**config.mk**
```make
export PLATFORM = sky130hd
export DESIGN_NAME = mpu_control_coprocessor
export DESIGN_NICKNAME = d
export VERILOG_FILES = /design/src/hdl/mpu_cp_pkg.sv /design/src/hdl/mpu_cp_ctrl.sv /design/src/hdl/mpu_cp_dp.sv /design/src/hdl/mpu_control_coprocessor.sv
export SDC_FILE = /design/constraint.sdc
export NUM_CORES = 2
export LEC_CHECK = 0
export ABC_AREA = 1
export BUFFER_PORTS_ARGS = -buffer_cell sky130_fd_sc_hd__buf_4
export CORE_UTILIZATION = 60
export DETAILED_ROUTE_END_ITERATION = 12
export PLACE_DENSITY = 0.85
export SLEW_MARGIN = 10
export SYNTH_ARGS = -nofsm -noshare
export SYNTH_HDL_FRONTEND = slang
export SYNTH_SLANG_ARGS = --single-unit
```
**constraint.sdc**
```tcl
create_clock -name clock -period 10.89 [get_ports clock]
set_input_delay 2.178 -clock clock [delete_from_list [all_inputs] [get_ports clock]]
set_output_delay 2.178 -clock clock [all_outputs]
set_load 0.02 [all_outputs]
```
**src/hdl/mpu_cp_pkg.sv**
```systemverilog
// shared types, constants and functions of the protection-unit coprocessor
`default_nettype none
package mpu_cp_pkg;

   localparam int NUM_REGIONS = 8;
   localparam int RGN_IDX_W = 3;

   localparam logic [31:0] ID_CODE       = 32'd1090884705;
   localparam logic [31:0] CACHE_TYPE    = 32'd252518674;
   localparam logic [31:0] TCM_SIZE_INFO = 32'd1311104;

   localparam logic [31:0] CR_MASK   = 32'h000F_F085;
   localparam logic [31:0] DTCM_MASK = 32'hFFFF_F03E;
   localparam logic [31:0] ITCM_MASK = 32'h0000_003E;
   localparam logic [31:0] RGN_MASK  = 32'hFFFF_F03F;
   localparam logic [5:0]  MIN_SHIFT = 6'd12;
   localparam logic [5:0]  MAX_RSHIFT = 6'd32;
   localparam logic [5:0]  TCM_ADD = 6'd9;

   localparam int REQ_W = 56;
   localparam int RSP_W = 144;

   // kind of access held in the item register
   typedef enum logic [3:0] {
      K_NONE,
      K_READ,
      K_CTRL,
      K_DTCM,
      K_ITCM,
      K_PERM,
      K_REGION,
      K_WFI,
      K_PID
   } kind_type;

   typedef struct packed {
      logic capture;
      logic commit;
      logic finish;
      logic upd_dtcm;
      logic upd_itcm;
      logic upd_perms;
      logic upd_size_all;
      logic upd_size_one;
      logic force_last;
   } cmd_type;

   typedef struct packed {
      kind_type kind;
      logic     mpu_on;
   } status_type;

   typedef struct packed {
      logic [31:0] base;
      logic [31:0] mask;
   } rgn_type;

   // window size as log2: size field plus nine, at least twelve
   function automatic logic [5:0] win_shift(input logic [31:0] r);
      logic [5:0] s;
      s = {1'b0, r[5:1]} + TCM_ADD;
      return (s < MIN_SHIFT) ? MIN_SHIFT : s;
   endfunction

   // region base and mask from the region register
   function automatic rgn_type region_size(input logic [31:0] raw);
      rgn_type    o;
      logic [5:0] s;
      s = {1'b0, raw[5:1]} + 6'd1;
      if (s < MIN_SHIFT) s = MIN_SHIFT;
      if (!raw[0]) begin
         o.base = 32'hFFFF_FFFF;
         o.mask = '0;
      end else if (s >= MAX_RSHIFT) begin
         o.base = '0;
         o.mask = '0;
      end else begin
         o.mask = 32'hFFFF_FFFF << s[4:0];
         o.base = raw & o.mask;
      end
      return o;
   endfunction

   // bits 0-2 privileged, 3-5 user, 6-8 cache attributes
   function automatic logic [8:0] perm_attrs(input logic [3:0] d, input logic [3:0] i,
                                             input logic ic, input logic dc,
                                             input logic bf);
      logic [2:0] pr;
      logic [2:0] us;
      pr = '0;
      us = '0;
      unique case (d)
         4'd1: pr = 3'd3;
         4'd2: begin pr = 3'd3; us = 3'd1; end
         4'd3: begin pr = 3'd3; us = 3'd3; end
         4'd5: pr = 3'd1;
         4'd6: begin pr = 3'd1; us = 3'd1; end
         default: ;
      endcase
      if (i == 4'd1 || i == 4'd5) begin
         pr[2] = 1'b1;
      end else if (i == 4'd2 || i == 4'd3 || i == 4'd6) begin
         pr[2] = 1'b1;
         us[2] = 1'b1;
      end
      return {bf, dc, ic, us, pr};
   endfunction

   // nibble low bits to packed 2-bit fields
   function automatic logic [31:0] legacy_pack(input logic [31:0] v);
      logic [31:0] o;
      o = '0;
      for (int k = 0; k < 8; k++) o[k*2 +: 2] = v[k*4 +: 2];
      return o;
   endfunction

   function automatic logic [31:0] legacy_unpack(input logic [31:0] v);
      logic [31:0] o;
      o = '0;
      for (int k = 0; k < 8; k++) o[k*4 +: 2] = v[k*2 +: 2];
      return o;
   endfunction

endpackage
`default_nettype wire

```
**src/hdl/mpu_cp_ctrl.sv**
```systemverilog
// sequencer: capture, commit and derive steps, result word handshake
`default_nettype none
module mpu_cp_ctrl (
   input  wire logic                   clock,
   input  wire logic                   reset,
   input  wire logic                   req_tvalid,
   output logic                        req_tready,
   output logic                        rsp_tvalid,
   input  wire logic                   rsp_tready,
   input  wire mpu_cp_pkg::status_type status,
   output mpu_cp_pkg::cmd_type         cmd
);

   typedef enum logic [2:0] {
      ST_IDLE   = 3'b001,
      ST_EXEC   = 3'b010,
      ST_DERIVE = 3'b100
   } state_type;

   state_type state_ff, state_in;
   logic      rsp_valid_ff, rsp_valid_in;
   logic      load_ok;
   logic      accept;
   logic      is_ctrl;

   // output register free or emptied this cycle
   assign load_ok    = !rsp_valid_ff || rsp_tready;
   assign req_tready = (state_ff == ST_IDLE) || ((state_ff == ST_DERIVE) && load_ok);
   assign accept     = req_tvalid && req_tready;
   assign rsp_tvalid = rsp_valid_ff;
   assign is_ctrl    = (status.kind == mpu_cp_pkg::K_CTRL);

   // commands
   always_comb begin
      cmd              = '0;
      cmd.capture      = accept;
      cmd.commit       = (state_ff == ST_EXEC);
      cmd.finish       = (state_ff == ST_DERIVE) && load_ok;
      if (cmd.finish) begin
         cmd.upd_dtcm     = is_ctrl || (status.kind == mpu_cp_pkg::K_DTCM);
         cmd.upd_itcm     = is_ctrl || (status.kind == mpu_cp_pkg::K_ITCM);
         cmd.upd_perms    = status.mpu_on &&
                            (is_ctrl || (status.kind == mpu_cp_pkg::K_PERM));
         cmd.upd_size_all = status.mpu_on && is_ctrl;
         cmd.upd_size_one = status.mpu_on && (status.kind == mpu_cp_pkg::K_REGION);
         cmd.force_last   = !status.mpu_on && is_ctrl;
      end
   end

   // next state
   always_comb begin
      state_in = state_ff;
      unique case (state_ff)
         ST_IDLE:   if (accept) state_in = ST_EXEC;
         ST_EXEC:   state_in = ST_DERIVE;
         ST_DERIVE: begin
            if (load_ok) state_in = accept ? ST_EXEC : ST_IDLE;
         end
         default:   state_in = ST_IDLE;
      endcase
   end

   assign rsp_valid_in = cmd.finish ? 1'b1 : (rsp_tready ? 1'b0 : rsp_valid_ff);

   always_ff @(posedge clock) begin
      if (reset) begin
         state_ff     <= ST_IDLE;
         rsp_valid_ff <= 1'b0;
      end else begin
         state_ff     <= state_in;
         rsp_valid_ff <= rsp_valid_in;
      end
   end

endmodule
`default_nettype wire

```
**src/hdl/mpu_cp_dp.sv**
```systemverilog
// register file, region and window derivation, read mux, result register
`default_nettype none
module mpu_cp_dp (
   input  wire logic                        clock,
   input  wire logic                        reset,
   input  wire logic [mpu_cp_pkg::REQ_W-1:0] req_tdata,
   input  wire mpu_cp_pkg::cmd_type         cmd,
   output mpu_cp_pkg::status_type           status,
   output logic [mpu_cp_pkg::RSP_W-1:0]     rsp_tdata
);

   localparam int N = mpu_cp_pkg::NUM_REGIONS;

   // captured word
   logic        op_ff;
   logic [2:0]  opc1_ff;
   logic [3:0]  crn_ff;
   logic [3:0]  crm_ff;
   logic [2:0]  opc2_ff;
   logic [31:0] wdata_ff;
   logic [2:0]  sel_ff;

   // architectural registers
   logic [31:0] control_ff, control_in;
   logic [31:0] dtcm_ctrl_ff, itcm_ctrl_ff;
   logic [7:0]  dcache_ff, icache_ff, buffer_ff;
   logic [31:0] dperm_ff, iperm_ff, pid_ff;
   logic [31:0] rgn_ctrl_ff [N];

   // derived state
   logic [31:0] dbase_ff [N];
   logic [31:0] dbase_in [N];
   logic [31:0] dmask_ff [N];
   logic [31:0] dmask_in [N];
   logic [8:0]  dattr_ff [N];
   logic [8:0]  dattr_in [N];
   logic [19:0] tcm_base_ff, tcm_base_in;
   logic [5:0]  tcm_shift_ff, tcm_shift_in;
   logic        tcm_wr_ff, tcm_wr_in;
   logic        tcm_rd_ff, tcm_rd_in;
   logic [5:0]  itcm_shift_ff, itcm_shift_in;

   logic [mpu_cp_pkg::RSP_W-1:0] rsp_ff;

   mpu_cp_pkg::kind_type kind;
   logic [mpu_cp_pkg::RGN_IDX_W-1:0] rgn_idx;
   logic [31:0] rd_data;
   logic [5:0]  dshift;
   logic [31:0] dsh_val;
   mpu_cp_pkg::rgn_type rsz [N];

   assign rgn_idx = crm_ff[2:0];

   // access decode
   always_comb begin
      kind = mpu_cp_pkg::K_NONE;
      if (op_ff) begin
         kind = mpu_cp_pkg::K_READ;
      end else if (opc1_ff == 3'd0) begin
         priority if (crn_ff == 4'd1 && crm_ff == 4'd0 && opc2_ff == 3'd0)
            kind = mpu_cp_pkg::K_CTRL;
         else if (crn_ff == 4'd9 && crm_ff == 4'd1 && opc2_ff == 3'd0)
            kind = mpu_cp_pkg::K_DTCM;
         else if (crn_ff == 4'd9 && crm_ff == 4'd1 && opc2_ff == 3'd1)
            kind = mpu_cp_pkg::K_ITCM;
         else if (crn_ff == 4'd2 && crm_ff == 4'd0 && opc2_ff <= 3'd1)
            kind = mpu_cp_pkg::K_PERM;
         else if (crn_ff == 4'd3 && crm_ff == 4'd0 && opc2_ff == 3'd0)
            kind = mpu_cp_pkg::K_PERM;
         else if (crn_ff == 4'd5 && crm_ff == 4'd0 && opc2_ff <= 3'd3)
            kind = mpu_cp_pkg::K_PERM;
         else if (crn_ff == 4'd6 && opc2_ff == 3'd0 && !crm_ff[3])
            kind = mpu_cp_pkg::K_REGION;
         else if ((crn_ff == 4'd7 && crm_ff == 4'd0 && opc2_ff == 3'd4) ||
                  (crn_ff == 4'd15 && crm_ff == 4'd8 && opc2_ff == 3'd2))
            kind = mpu_cp_pkg::K_WFI;
         else if (crn_ff == 4'd13 && crm_ff <= 4'd1 && opc2_ff == 3'd1)
            kind = mpu_cp_pkg::K_PID;
         else
            kind = mpu_cp_pkg::K_NONE;
      end
   end

   assign status.kind   = kind;
   assign status.mpu_on = control_ff[0];

   // read mux
   always_comb begin
      rd_data = '0;
      if (opc1_ff == 3'd0) begin
         priority if (crn_ff == 4'd0 && crm_ff == 4'd0) begin
            rd_data = (opc2_ff == 3'd1) ? mpu_cp_pkg::CACHE_TYPE :
                      (opc2_ff == 3'd2) ? mpu_cp_pkg::TCM_SIZE_INFO : mpu_cp_pkg::ID_CODE;
         end else if (crn_ff == 4'd1 && crm_ff == 4'd0 && opc2_ff == 3'd0) begin
            rd_data = control_ff;
         end else if (crn_ff == 4'd2 && crm_ff == 4'd0 && opc2_ff == 3'd0) begin
            rd_data = {24'd0, dcache_ff};
         end else if (crn_ff == 4'd2 && crm_ff == 4'd0 && opc2_ff == 3'd1) begin
            rd_data = {24'd0, icache_ff};
         end else if (crn_ff == 4'd3 && crm_ff == 4'd0 && opc2_ff == 3'd0) begin
            rd_data = {24'd0, buffer_ff};
         end else if (crn_ff == 4'd5 && crm_ff == 4'd0) begin
            unique case (opc2_ff)
               3'd0:    rd_data = mpu_cp_pkg::legacy_pack(dperm_ff);
               3'd1:    rd_data = mpu_cp_pkg::legacy_pack(iperm_ff);
               3'd2:    rd_data = dperm_ff;
               3'd3:    rd_data = iperm_ff;
               default: rd_data = '0;
            endcase
         end else if (crn_ff == 4'd6 && opc2_ff <= 3'd1 && !crm_ff[3]) begin
            rd_data = rgn_ctrl_ff[rgn_idx];
         end else if (crn_ff == 4'd9 && crm_ff == 4'd1 && opc2_ff == 3'd0) begin
            rd_data = dtcm_ctrl_ff;
         end else if (crn_ff == 4'd9 && crm_ff == 4'd1 && opc2_ff == 3'd1) begin
            rd_data = itcm_ctrl_ff;
         end else if (crn_ff == 4'd13 && crm_ff <= 4'd1 && opc2_ff == 3'd1) begin
            rd_data = pid_ff;
         end else begin
            rd_data = '0;
         end
      end
   end

   // region size for every region in parallel
   always_comb begin
      for (int r = 0; r < N; r++) rsz[r] = mpu_cp_pkg::region_size(rgn_ctrl_ff[r]);
   end

   // derived region state
   always_comb begin
      for (int r = 0; r < N; r++) begin
         dbase_in[r] = dbase_ff[r];
         dmask_in[r] = dmask_ff[r];
         dattr_in[r] = dattr_ff[r];
         if (cmd.upd_perms) begin
            dattr_in[r] = mpu_cp_pkg::perm_attrs(dperm_ff[r*4 +: 4], iperm_ff[r*4 +: 4],
                                                control_ff[12] && icache_ff[r],
                                                control_ff[2] && dcache_ff[r],
                                                buffer_ff[r]);
         end
         if (cmd.upd_size_all || (cmd.upd_size_one && rgn_idx == r[2:0])) begin
            dbase_in[r] = rsz[r].base;
            dmask_in[r] = rsz[r].mask;
         end
      end
      if (cmd.force_last) begin
         dattr_in[N-1] = 9'h03F;
         dbase_in[N-1] = '0;
         dmask_in[N-1] = '0;
      end
   end

   // data and instruction windows
   assign dshift  = mpu_cp_pkg::win_shift(dtcm_ctrl_ff);
   assign dsh_val = dtcm_ctrl_ff >> dshift[4:0];
   always_comb begin
      tcm_base_in   = tcm_base_ff;
      tcm_shift_in  = tcm_shift_ff;
      tcm_wr_in     = tcm_wr_ff;
      tcm_rd_in     = tcm_rd_ff;
      itcm_shift_in = itcm_shift_ff;
      if (cmd.upd_dtcm) begin
         tcm_base_in = '0;
         tcm_wr_in   = 1'b0;
         tcm_rd_in   = 1'b0;
         if (control_ff[16]) begin
            tcm_shift_in = dshift;
            tcm_base_in  = (dshift >= 6'd32) ? 20'd0 : dsh_val[19:0];
            tcm_wr_in    = 1'b1;
            tcm_rd_in    = !control_ff[17];
         end
      end
      if (cmd.upd_itcm) itcm_shift_in = mpu_cp_pkg::win_shift(itcm_ctrl_ff);
   end

   assign control_in = (control_ff & ~mpu_cp_pkg::CR_MASK) | (wdata_ff & mpu_cp_pkg::CR_MASK);

   // item capture
   always_ff @(posedge clock) begin
      if (cmd.capture) begin
         op_ff    <= req_tdata[0];
         opc1_ff  <= req_tdata[3:1];
         crn_ff   <= req_tdata[7:4];
         crm_ff   <= req_tdata[11:8];
         opc2_ff  <= req_tdata[14:12];
         wdata_ff <= req_tdata[46:15];
         sel_ff   <= req_tdata[49:47];
      end
   end

   // register writes and derived state
   always_ff @(posedge clock) begin
      if (reset) begin
         control_ff    <= '0;
         dtcm_ctrl_ff  <= '0;
         itcm_ctrl_ff  <= '0;
         dcache_ff     <= '0;
         icache_ff     <= '0;
         buffer_ff     <= '0;
         dperm_ff      <= '0;
         iperm_ff      <= '0;
         pid_ff        <= '0;
         tcm_base_ff   <= '0;
         tcm_shift_ff  <= mpu_cp_pkg::MIN_SHIFT;
         tcm_wr_ff     <= 1'b0;
         tcm_rd_ff     <= 1'b0;
         itcm_shift_ff <= mpu_cp_pkg::MIN_SHIFT;
         for (int r = 0; r < N; r++) begin
            rgn_ctrl_ff[r] <= '0;
            dbase_ff[r]    <= '0;
            dmask_ff[r]    <= '0;
            dattr_ff[r]    <= '0;
         end
      end else begin
         if (cmd.commit) begin
            unique case (kind)
               mpu_cp_pkg::K_CTRL: control_ff   <= control_in;
               mpu_cp_pkg::K_DTCM: dtcm_ctrl_ff <= wdata_ff & mpu_cp_pkg::DTCM_MASK;
               mpu_cp_pkg::K_ITCM: itcm_ctrl_ff <= wdata_ff & mpu_cp_pkg::ITCM_MASK;
               mpu_cp_pkg::K_PERM: begin
                  if (crn_ff == 4'd2 && opc2_ff == 3'd0) dcache_ff <= wdata_ff[7:0];
                  if (crn_ff == 4'd2 && opc2_ff == 3'd1) icache_ff <= wdata_ff[7:0];
                  if (crn_ff == 4'd3) buffer_ff <= wdata_ff[7:0];
                  if (crn_ff == 4'd5) begin
                     unique case (opc2_ff[1:0])
                        2'd0: dperm_ff <= mpu_cp_pkg::legacy_unpack(wdata_ff);
                        2'd1: iperm_ff <= mpu_cp_pkg::legacy_unpack(wdata_ff);
                        2'd2: dperm_ff <= wdata_ff;
                        default: iperm_ff <= wdata_ff;
                     endcase
                  end
               end
               mpu_cp_pkg::K_REGION: rgn_ctrl_ff[rgn_idx] <= wdata_ff & mpu_cp_pkg::RGN_MASK;
               mpu_cp_pkg::K_PID:    pid_ff <= wdata_ff;
               default: ;
            endcase
         end
         tcm_base_ff   <= tcm_base_in;
         tcm_shift_ff  <= tcm_shift_in;
         tcm_wr_ff     <= tcm_wr_in;
         tcm_rd_ff     <= tcm_rd_in;
         itcm_shift_ff <= itcm_shift_in;
         for (int r = 0; r < N; r++) begin
            dbase_ff[r] <= dbase_in[r];
            dmask_ff[r] <= dmask_in[r];
            dattr_ff[r] <= dattr_in[r];
         end
      end
   end

   // result word
   always_ff @(posedge clock) begin
      if (cmd.finish) begin
         rsp_ff <= {4'd0, itcm_shift_in, tcm_shift_in, tcm_base_in, tcm_wr_in, tcm_rd_in,
                    dattr_in[sel_ff][8:6], dattr_in[sel_ff][5:3], dattr_in[sel_ff][2:0],
                    dmask_in[sel_ff], dbase_in[sel_ff],
                    (kind == mpu_cp_pkg::K_WFI),
                    op_ff ? rd_data : 32'd0};
      end
   end

   assign rsp_tdata = rsp_ff;

endmodule
`default_nettype wire

```
**src/hdl/mpu_control_coprocessor.sv**
```systemverilog
// top level of the protection-unit system-control coprocessor
//
// channel | dir | word
// req_*   | in  | one coprocessor register access
// rsp_*   | out | read data, wait request, selected region and window state
//
// each word is captured, committed in the exec step, then derived and its result loaded in the derive step.
// derivation of all eight regions runs in parallel in the derive cycle.
// a new word is taken in idle, or in the derive cycle when the result register is free or being emptied.
// reset is synchronous; it clears the architectural and derived registers to zero and window shifts to twelve.
// a stalled result holds the sequencer in the derive step.
`default_nettype none
module mpu_control_coprocessor (
   input  wire logic         clock,
   input  wire logic         reset,
   // op, opc1, crn, crm, opc2, write_data, region_sel
   input  wire logic [55:0]  req_tdata,
   input  wire logic         req_tvalid,
   output logic              req_tready,
   // read_data, wait_request, region_base, region_mask, priv_perm, user_perm,
   // region_cache_attr, dtcm_read_enable, dtcm_write_enable, dtcm_base,
   // dtcm_shift, itcm_shift
   output logic [143:0]      rsp_tdata,
   output logic              rsp_tvalid,
   input  wire logic         rsp_tready
);

   mpu_cp_pkg::cmd_type    cmd;
   mpu_cp_pkg::status_type status;

   mpu_cp_ctrl u_ctrl (
      .clock      (clock),
      .reset      (reset),
      .req_tvalid (req_tvalid),
      .req_tready (req_tready),
      .rsp_tvalid (rsp_tvalid),
      .rsp_tready (rsp_tready),
      .status     (status),
      .cmd        (cmd)
   );

   mpu_cp_dp u_dp (
      .clock     (clock),
      .reset     (reset),
      .req_tdata (req_tdata),
      .cmd       (cmd),
      .status    (status),
      .rsp_tdata (rsp_tdata)
   );

endmodule
`default_nettype wire

```
**Word level (Yosys, flattened, before mapping)**

Memories as Yosys holds them, arrays and structs flattened. A register that Yosys moved wholly into a read port is not among the register bits.
Index checks and enable logic that the tools add are counted.

- Flip-flop bits (word level): 410
- RAM bits: 792
- Bits of input ports: 60
- Output and inout port bits: 146
- Word-level logic and storage cells: 553
- Memories: 4

Memories:

| memory | depth | bits a word | rd ports | clocked after Yosys merged registers in | write ports | line | text |
|---|---|---|---|---|---|---|---|
| u_dp.dbase_ff | 8 | 32 | 8 | 0 | 8 | mpu_cp_dp.sv:31 | `logic [31:0] dbase_ff [N];` |
| u_dp.dmask_ff | 8 | 32 | 8 | 0 | 8 | mpu_cp_dp.sv:33 | `logic [31:0] dmask_ff [N];` |
| u_dp.rgn_ctrl_ff | 8 | 26 | 9 | 1 | 8 | mpu_cp_dp.sv:28 | `logic [31:0] rgn_ctrl_ff [N];` |
| u_dp.dattr_ff | 8 | 9 | 8 | 0 | 8 | mpu_cp_dp.sv:35 | `logic [8:0] dattr_ff [N];` |

- $add $sub $neg: 10
- Magnitude comparators: 23
- Equal/unequal tests: 116
- Shift operators: 9
- Multiplexer cells: 188
- Bitwise gates (word level): 35
- Reduce and logical (&&, ||, !) cells: 143

Operator list:

| cell | number |
|---|---|
| two-way mux 32 bit | 49 |
| two-way mux 64 bit | 16 |
| bitwise AND 32 bit | 8 |
| left shift 32 x 5 -> 32 bit (first input constant) | 8 |
| binary-select mux 32 bit (select 3 bit) | 2 |
| two-way mux 9 bit | 19 |
| equality test 4 x 3 -> 1 bit (second input constant) | 39 |
| equality test 4 x 2 -> 1 bit (second input constant) | 36 |
| one-hot mux 32 bit (2 select lines) | 2 |
| one-hot mux 32 bit (4 select lines) | 1 |
| two-way mux 6 bit | 14 |
| equality test 4 x 1 -> 1 bit (second input constant) | 18 |
| one-hot mux 2 bit (2 select lines) | 16 |
| less-than comparator 6 x 4 -> 1 bit (second input constant) | 10 |
| two-way mux 20 bit | 3 |
| logical AND 1 bit | 56 |
| >= comparator 6 bit (second input constant) | 9 |
| adder 5 x 1 -> 6 bit (second input constant) | 8 |
| two-way mux 1 bit | 46 |
| two-way mux 4 bit | 11 |
| logical OR 1 bit | 38 |
| OR reduction 2 bit | 17 |
| bitwise OR 32 x 20 -> 32 bit | 1 |
| >> shifter 32 x 5 -> 20 bit | 1 |
| other kinds (31) | 96 |

**Logic depth before layout (Yosys ltp)**

- Word-level depth: 25
- Depth in mapped cells: 23
- Depth with buffers taken out: 23

**Modules after synthesis**

From an unflattened synthesis, not the netlist that was laid out.

- Cells, all modules: 7260
- Area, all modules: 55165.4 sq um

By module, submodules not included:

| module | instances | cells an instance | area an instance (sq um) | seq. area each (sq um) |
|---|---|---|---|---|
| mpu_cp_dp | 1 | 7204 | 54811.3 | 27606.5 |
| mpu_cp_ctrl | 1 | 56 | 354.1 | 80.1 |

**Least setup slack after synthesis**

Ideal clock, no wire load.

- Kind: input-to-reg
- From: in rsp_tready
- To: reg u_dp.rsp_ff (netlist bit u_dp.rsp_tdata[136]) (data pin)
- Library setup time: 259 ps
- Arrival time: 8038 ps
- Data required time: 10631 ps
- Slack: 2593 ps
- Cell stages on the path: 10
- Path buffers: 1
- Cells stage by stage: nor2_1 inv_1 nand2_1 clkinv_1 clkbuf_1 nand2_1 o31ai_1 inv_1 o21ai_0 inv_1

- Longest elaborated chain between the ends: 4

RTL lines:

| what | line | text |
|---|---|---|
| start, declared | mpu_control_coprocessor.sv:25 | `input wire logic rsp_tready` |
| logical OR 1 bit | mpu_cp_ctrl.sv:27 | `assign load_ok = !rsp_valid_ff \|\| rsp_tready;` |
| logical AND 1 bit | mpu_cp_ctrl.sv:38 | `cmd.finish = (state_ff == ST_DERIVE) && load_ok;` |
| two-way mux 6 bit | mpu_cp_ctrl.sv:39 | `if (cmd.finish) begin` |
| two-way mux 6 bit | mpu_cp_dp.sv:173 | `if (cmd.upd_itcm) itcm_shift_in = mpu_cp_pkg::win_shift(itcm_ctrl_ff);` |
| named net u_dp.itcm_shift_in[2] | mpu_cp_dp.sv:41 | `logic [5:0] itcm_shift_ff, itcm_shift_in;` |
| end signal, assigned | mpu_cp_dp.sv:254 | `rsp_ff <= {4'd0, itcm_shift_in, tcm_shift_in, tcm_base_in, tcm_wr_in, tcm_rd_in,` |
| end, declared | mpu_cp_dp.sv:43 | `logic [mpu_cp_pkg::RSP_W-1:0] rsp_ff;` |

The timed path passes the listed nets, and every way through them passes these cells.
A chain may end at the register's enable or synchronous reset.

**Final worst setup path**

- From: in rsp_tready
- To: reg u_dp.rsp_ff (netlist bit u_dp.rsp_tdata[78]) (data pin)

- Longest elaborated chain between the ends: 10
- Elaborated cells between the ends (all ways): 31
- Those cells by class: 13 x mux; 18 x reduce/logical

RTL lines:

| what | line | text |
|---|---|---|
| logical OR 1 bit (*) | mpu_cp_ctrl.sv:27 |  |
| logical AND 1 bit (*) | mpu_cp_ctrl.sv:38 |  |
| two-way mux 6 bit (*) | mpu_cp_ctrl.sv:39 |  |
| logical AND 1 bit | mpu_cp_dp.sv:141 | `if (cmd.upd_size_all \|\| (cmd.upd_size_one && rgn_idx == r[2:0])) begin` |
| logical OR 1 bit | mpu_cp_dp.sv:141 |  |
| two-way mux 32 bit | mpu_cp_dp.sv:141 |  |
| two-way mux 32 bit | mpu_cp_dp.sv:146 | `if (cmd.force_last) begin` |
| binary-select mux 32 bit (select 3 bit) (*) | mpu_cp_dp.sv:256 | `dmask_in[sel_ff], dbase_in[sel_ff],` |
| two-way mux 32 bit (not written as such) (*) (2 in a row) | mpu_cp_dp.sv:256 |  |

Every way passes the cells marked *; elsewhere a longest branch is shown, timed or not. The select of a mux whose other input is x is not followed.

==> impl_metrics.toml <==
[status]
status = "completed"

[logic_synthesis]
synth_edf_count = 398
synth_cells = 7611
synth_flop_cell = "dfxtp_1"
synth_seq_area_share_pct = 49.1
synth_common_cells = "1,882 x nand2_1, 894 x nand3_1, 820 x nor2_1"
synth.ff_latch_count = 1184
yosys-top-cells-area = "dfxtp_1 28%, edfxtp_1 21%, nand2_1 13%, nand3_1 7.9%, o21ai_0 5.7%"
synth.distinct_cells = 59
syn_avg_cell_area_um2 = 7.41
ys_warn_count = 0
synth.most_common_cell = "nand2_1"
syn_area_mm2 = 0.0564
yosysTopAreaCellShare_pct = 27.9
yosys.area.top_type = "dfxtp_1"
async_flop_share_pct = 0

[finish]
drive_above_1_share_pct = 7.64
regArea_mm2 = 0.0277
fin_area_mm2 = 0.0619
area_delta_synth_final_pct = 9.77
utilization_pct = 66.5
multiInputGateArea_mm2 = 0.0246
n_fill_cell = 7978
final_nets = 7558

[worst_setup_path]
crit_type = "in2reg"
reg2reg_from = "u_dp.opc2_ff[1]$_DFFE_PP_"
cpMostUsedCell = "nand2_1"
crit_path_top_delay_cell = "nor2_1"
critPathMaxStageDelay_ps = 820
crit_fanout = 61
endpoint_kind = "flip-flop"
critPathArrivalTime_ps = 6390
cp-start-kind = "primary input"
crit_required_ps = 11390
cp_cell_sequence = "buf_4, nor2_1, inv_1, nand2_1, nor2_1, nand3_1, nand2_2, buf_4, inv_1, nand2_1, nand2_1, nand2_1, nand3_1, nand3_1, nand2_1"
worstSetupStartpoint = "rsp_tready"

[timing]
period_minus_slack_ps = 5890
timing.hold.ws_ps = 439
slew_headroom_pct = 11.3
rsz0062_at_grt = "false"
tightest_slew_ps = 1310
skew_ps = 27.2
timing.final.crit_share_pct = 54.1
final-max-slew-violation-count = 0
setup_viol = 0
tns_ps = 0
max_freq_ghz = 0.170
finalHoldViolCount = 0

[grt]
grt_max_degree = 132
antenna_found_initial = 5
grt_pass1_vias = 49500
grt_overflow = 0
grt_pass1_wl_um = 312000
grt_util_all_layers_pct = 43.9

[die]
chipHeight_um = 309
num_rows = 112
core_mm2 = 0.0932
die_area_mm2 = 0.0953
initial_core_util_pct = 60.5
die_width_um = 309
io-pin-count = 206

[clock_tree]
postCtsSetupBuffers = 0
htreeDepth = 3
worstSkewPairLatency_ps = 760
cts_tree = "done"
cts_resized = 0
cts_sinks = 1184
clk_pin_slew_ps = 70
numCtsBuffers = 119
clk_path_buf_depth = 3
ctsHoldBuffers = 0
cts_root_buffer = "clkbuf_16"

[detailed_routing]
first_iter_violations = 9133
routed_wl_um = 215000
firstDrtPassIters = 9
wire_per_inst_um = 24.3
via_count = 55600
drc_errors = 0
viasPerCell = 6.28
drtAntennaViolNets = 0

[placed_design]
gp_congestion = 1.05
portBuffers = 195
dp_hpwl_um = 146000
dpl_cell_area_mm2 = 0.0579

[flow_run]
cap_violations = 0

[worst_hold_path]
hold_path.class = "reg2reg"
hold_start = "u_dp.dmask_ff[0][7]$_SDFF_PP0_"

[power_and_ir_drop]
ir_drop_mv = 0.144
finalPower_mw = 9.76
power_density_mw_per_mm2 = 158
p_leak_nw = 25.7
placed cells by master (no fill, tap or decap), types with 39 or more instances in the layout:
cell | Yosys | final
nand3_1 | 894 | 893
buf_4 | 24 | 269
a21oi_1 | 531 | 531
clkbuf_16 | 0 | 123
dfxtp_1 | 786 | 785
nor2_1 | 820 | 818
inv_1 | 470 | 467
nor3_1 | 186 | 185
edfxtp_1 | 398 | 398
nand2_1 | 1882 | 1877
o211ai_1 | 42 | 42
nand3b_1 | 41 | 41
o21ai_0 | 644 | 644
a211oi_1 | 39 | 39
o22ai_1 | 41 | 41
where the power goes:
part | switching (mW) | internal, mW | total (mW)
Clock | 1.89 | 2.32 | 4.20
Combinational | 0.678 | 0.193 | 0.871
Sequential | 0.0750 | 4.61 | 4.69
Total | 2.64 | 7.12 | 9.76
registers in the layout (all words and copies together) (netlist names), 5 cells and up, named ones only:
signal / flops
u_dp.tcm_shift_ff: 6
u_dp.rsp_tdata: 140
u_dp.control_ff: 11
u_dp.dmask_ff: 256
u_dp.dcache_ff: 8
u_dp.buffer_ff: 8
u_dp.dtcm_ctrl_ff: 25
u_dp.dattr_ff: 72
u_dp.rgn_ctrl_ff: 208
u_dp.tcm_base_ff: 20
u_dp.pid_ff: 32
u_dp.dperm_ff: 32
u_dp.itcm_ctrl_ff: 5
u_dp.icache_ff: 8
u_dp.wdata_ff: 32
u_dp.dbase_ff: 256
u_dp.iperm_ff: 32
u_dp.itcm_shift_ff: 6
final cells by class:
type | count | area share [%]
flip-flops and latches | 1184 | 44.7
multi-input cells | 5386 | 39.8
clock buffers | 174 | 5.51
repair buffers | 273 | 3.36
inverters | 524 | 3.21
well taps | 1254 | 2.53
clock inverters | 53 | 0.883
diodes | 3 | 0.0121
logic make-up after synthesis:
kind of cell	Yosys count	synth area share, %
flops	1184	49.1
simple gates	3942	29.6
mux	1	0.0177
other cells	1	0.00665
compound gates	1416	13.6
buf+inv	1044	7.33
xor+xnor	13	0.215
fa+ha+maj	10	0.222
critical path, delay by kind of cell:
kind / cells / cell delay (ps)
and+or+nand+nor: 11 / 2690
buffers and inverters: 4 / 1470
worst paths after layout:
| path | end | slack [ps] | depth (start not counted) |
|---|---|---|---|
| hold reg to reg | u_dp.dmask_ff[0][7]$_SDFF_PP0_ | 440 | 2 |
| setup / recovery | u_dp.rsp_tdata[78]$_DFFE_PP_ | 5000 | 15 |
| setup reg to reg | u_dp.rsp_tdata[41]$_DFFE_PP_ | 5190 | 17 |
| hold / removal | u_dp.dmask_ff[0][7]$_SDFF_PP0_ | 440 | 2 |
per-layer routing:
metal | up-vias | wire length, um | track usage (%)
met4 | 4 | 17100 | 29.5
met1 | 25800 | 78600 | 57.3
met3 | 743 | 28400 | 11.1
li1 | 25200 | - | -
met2 | 3897 | 90900 | 64.4
met5 | - | 25 | 0
metrics by stage:
stage	setup WS, ps	cells
floorplan	2590	7614
global placement	4490	8619
detailed placement	4450	8619
CTS	5230	8846
global route	4860	8849
finish	5000	8851
Note: power is estimated with default switching activity, not from simulation.
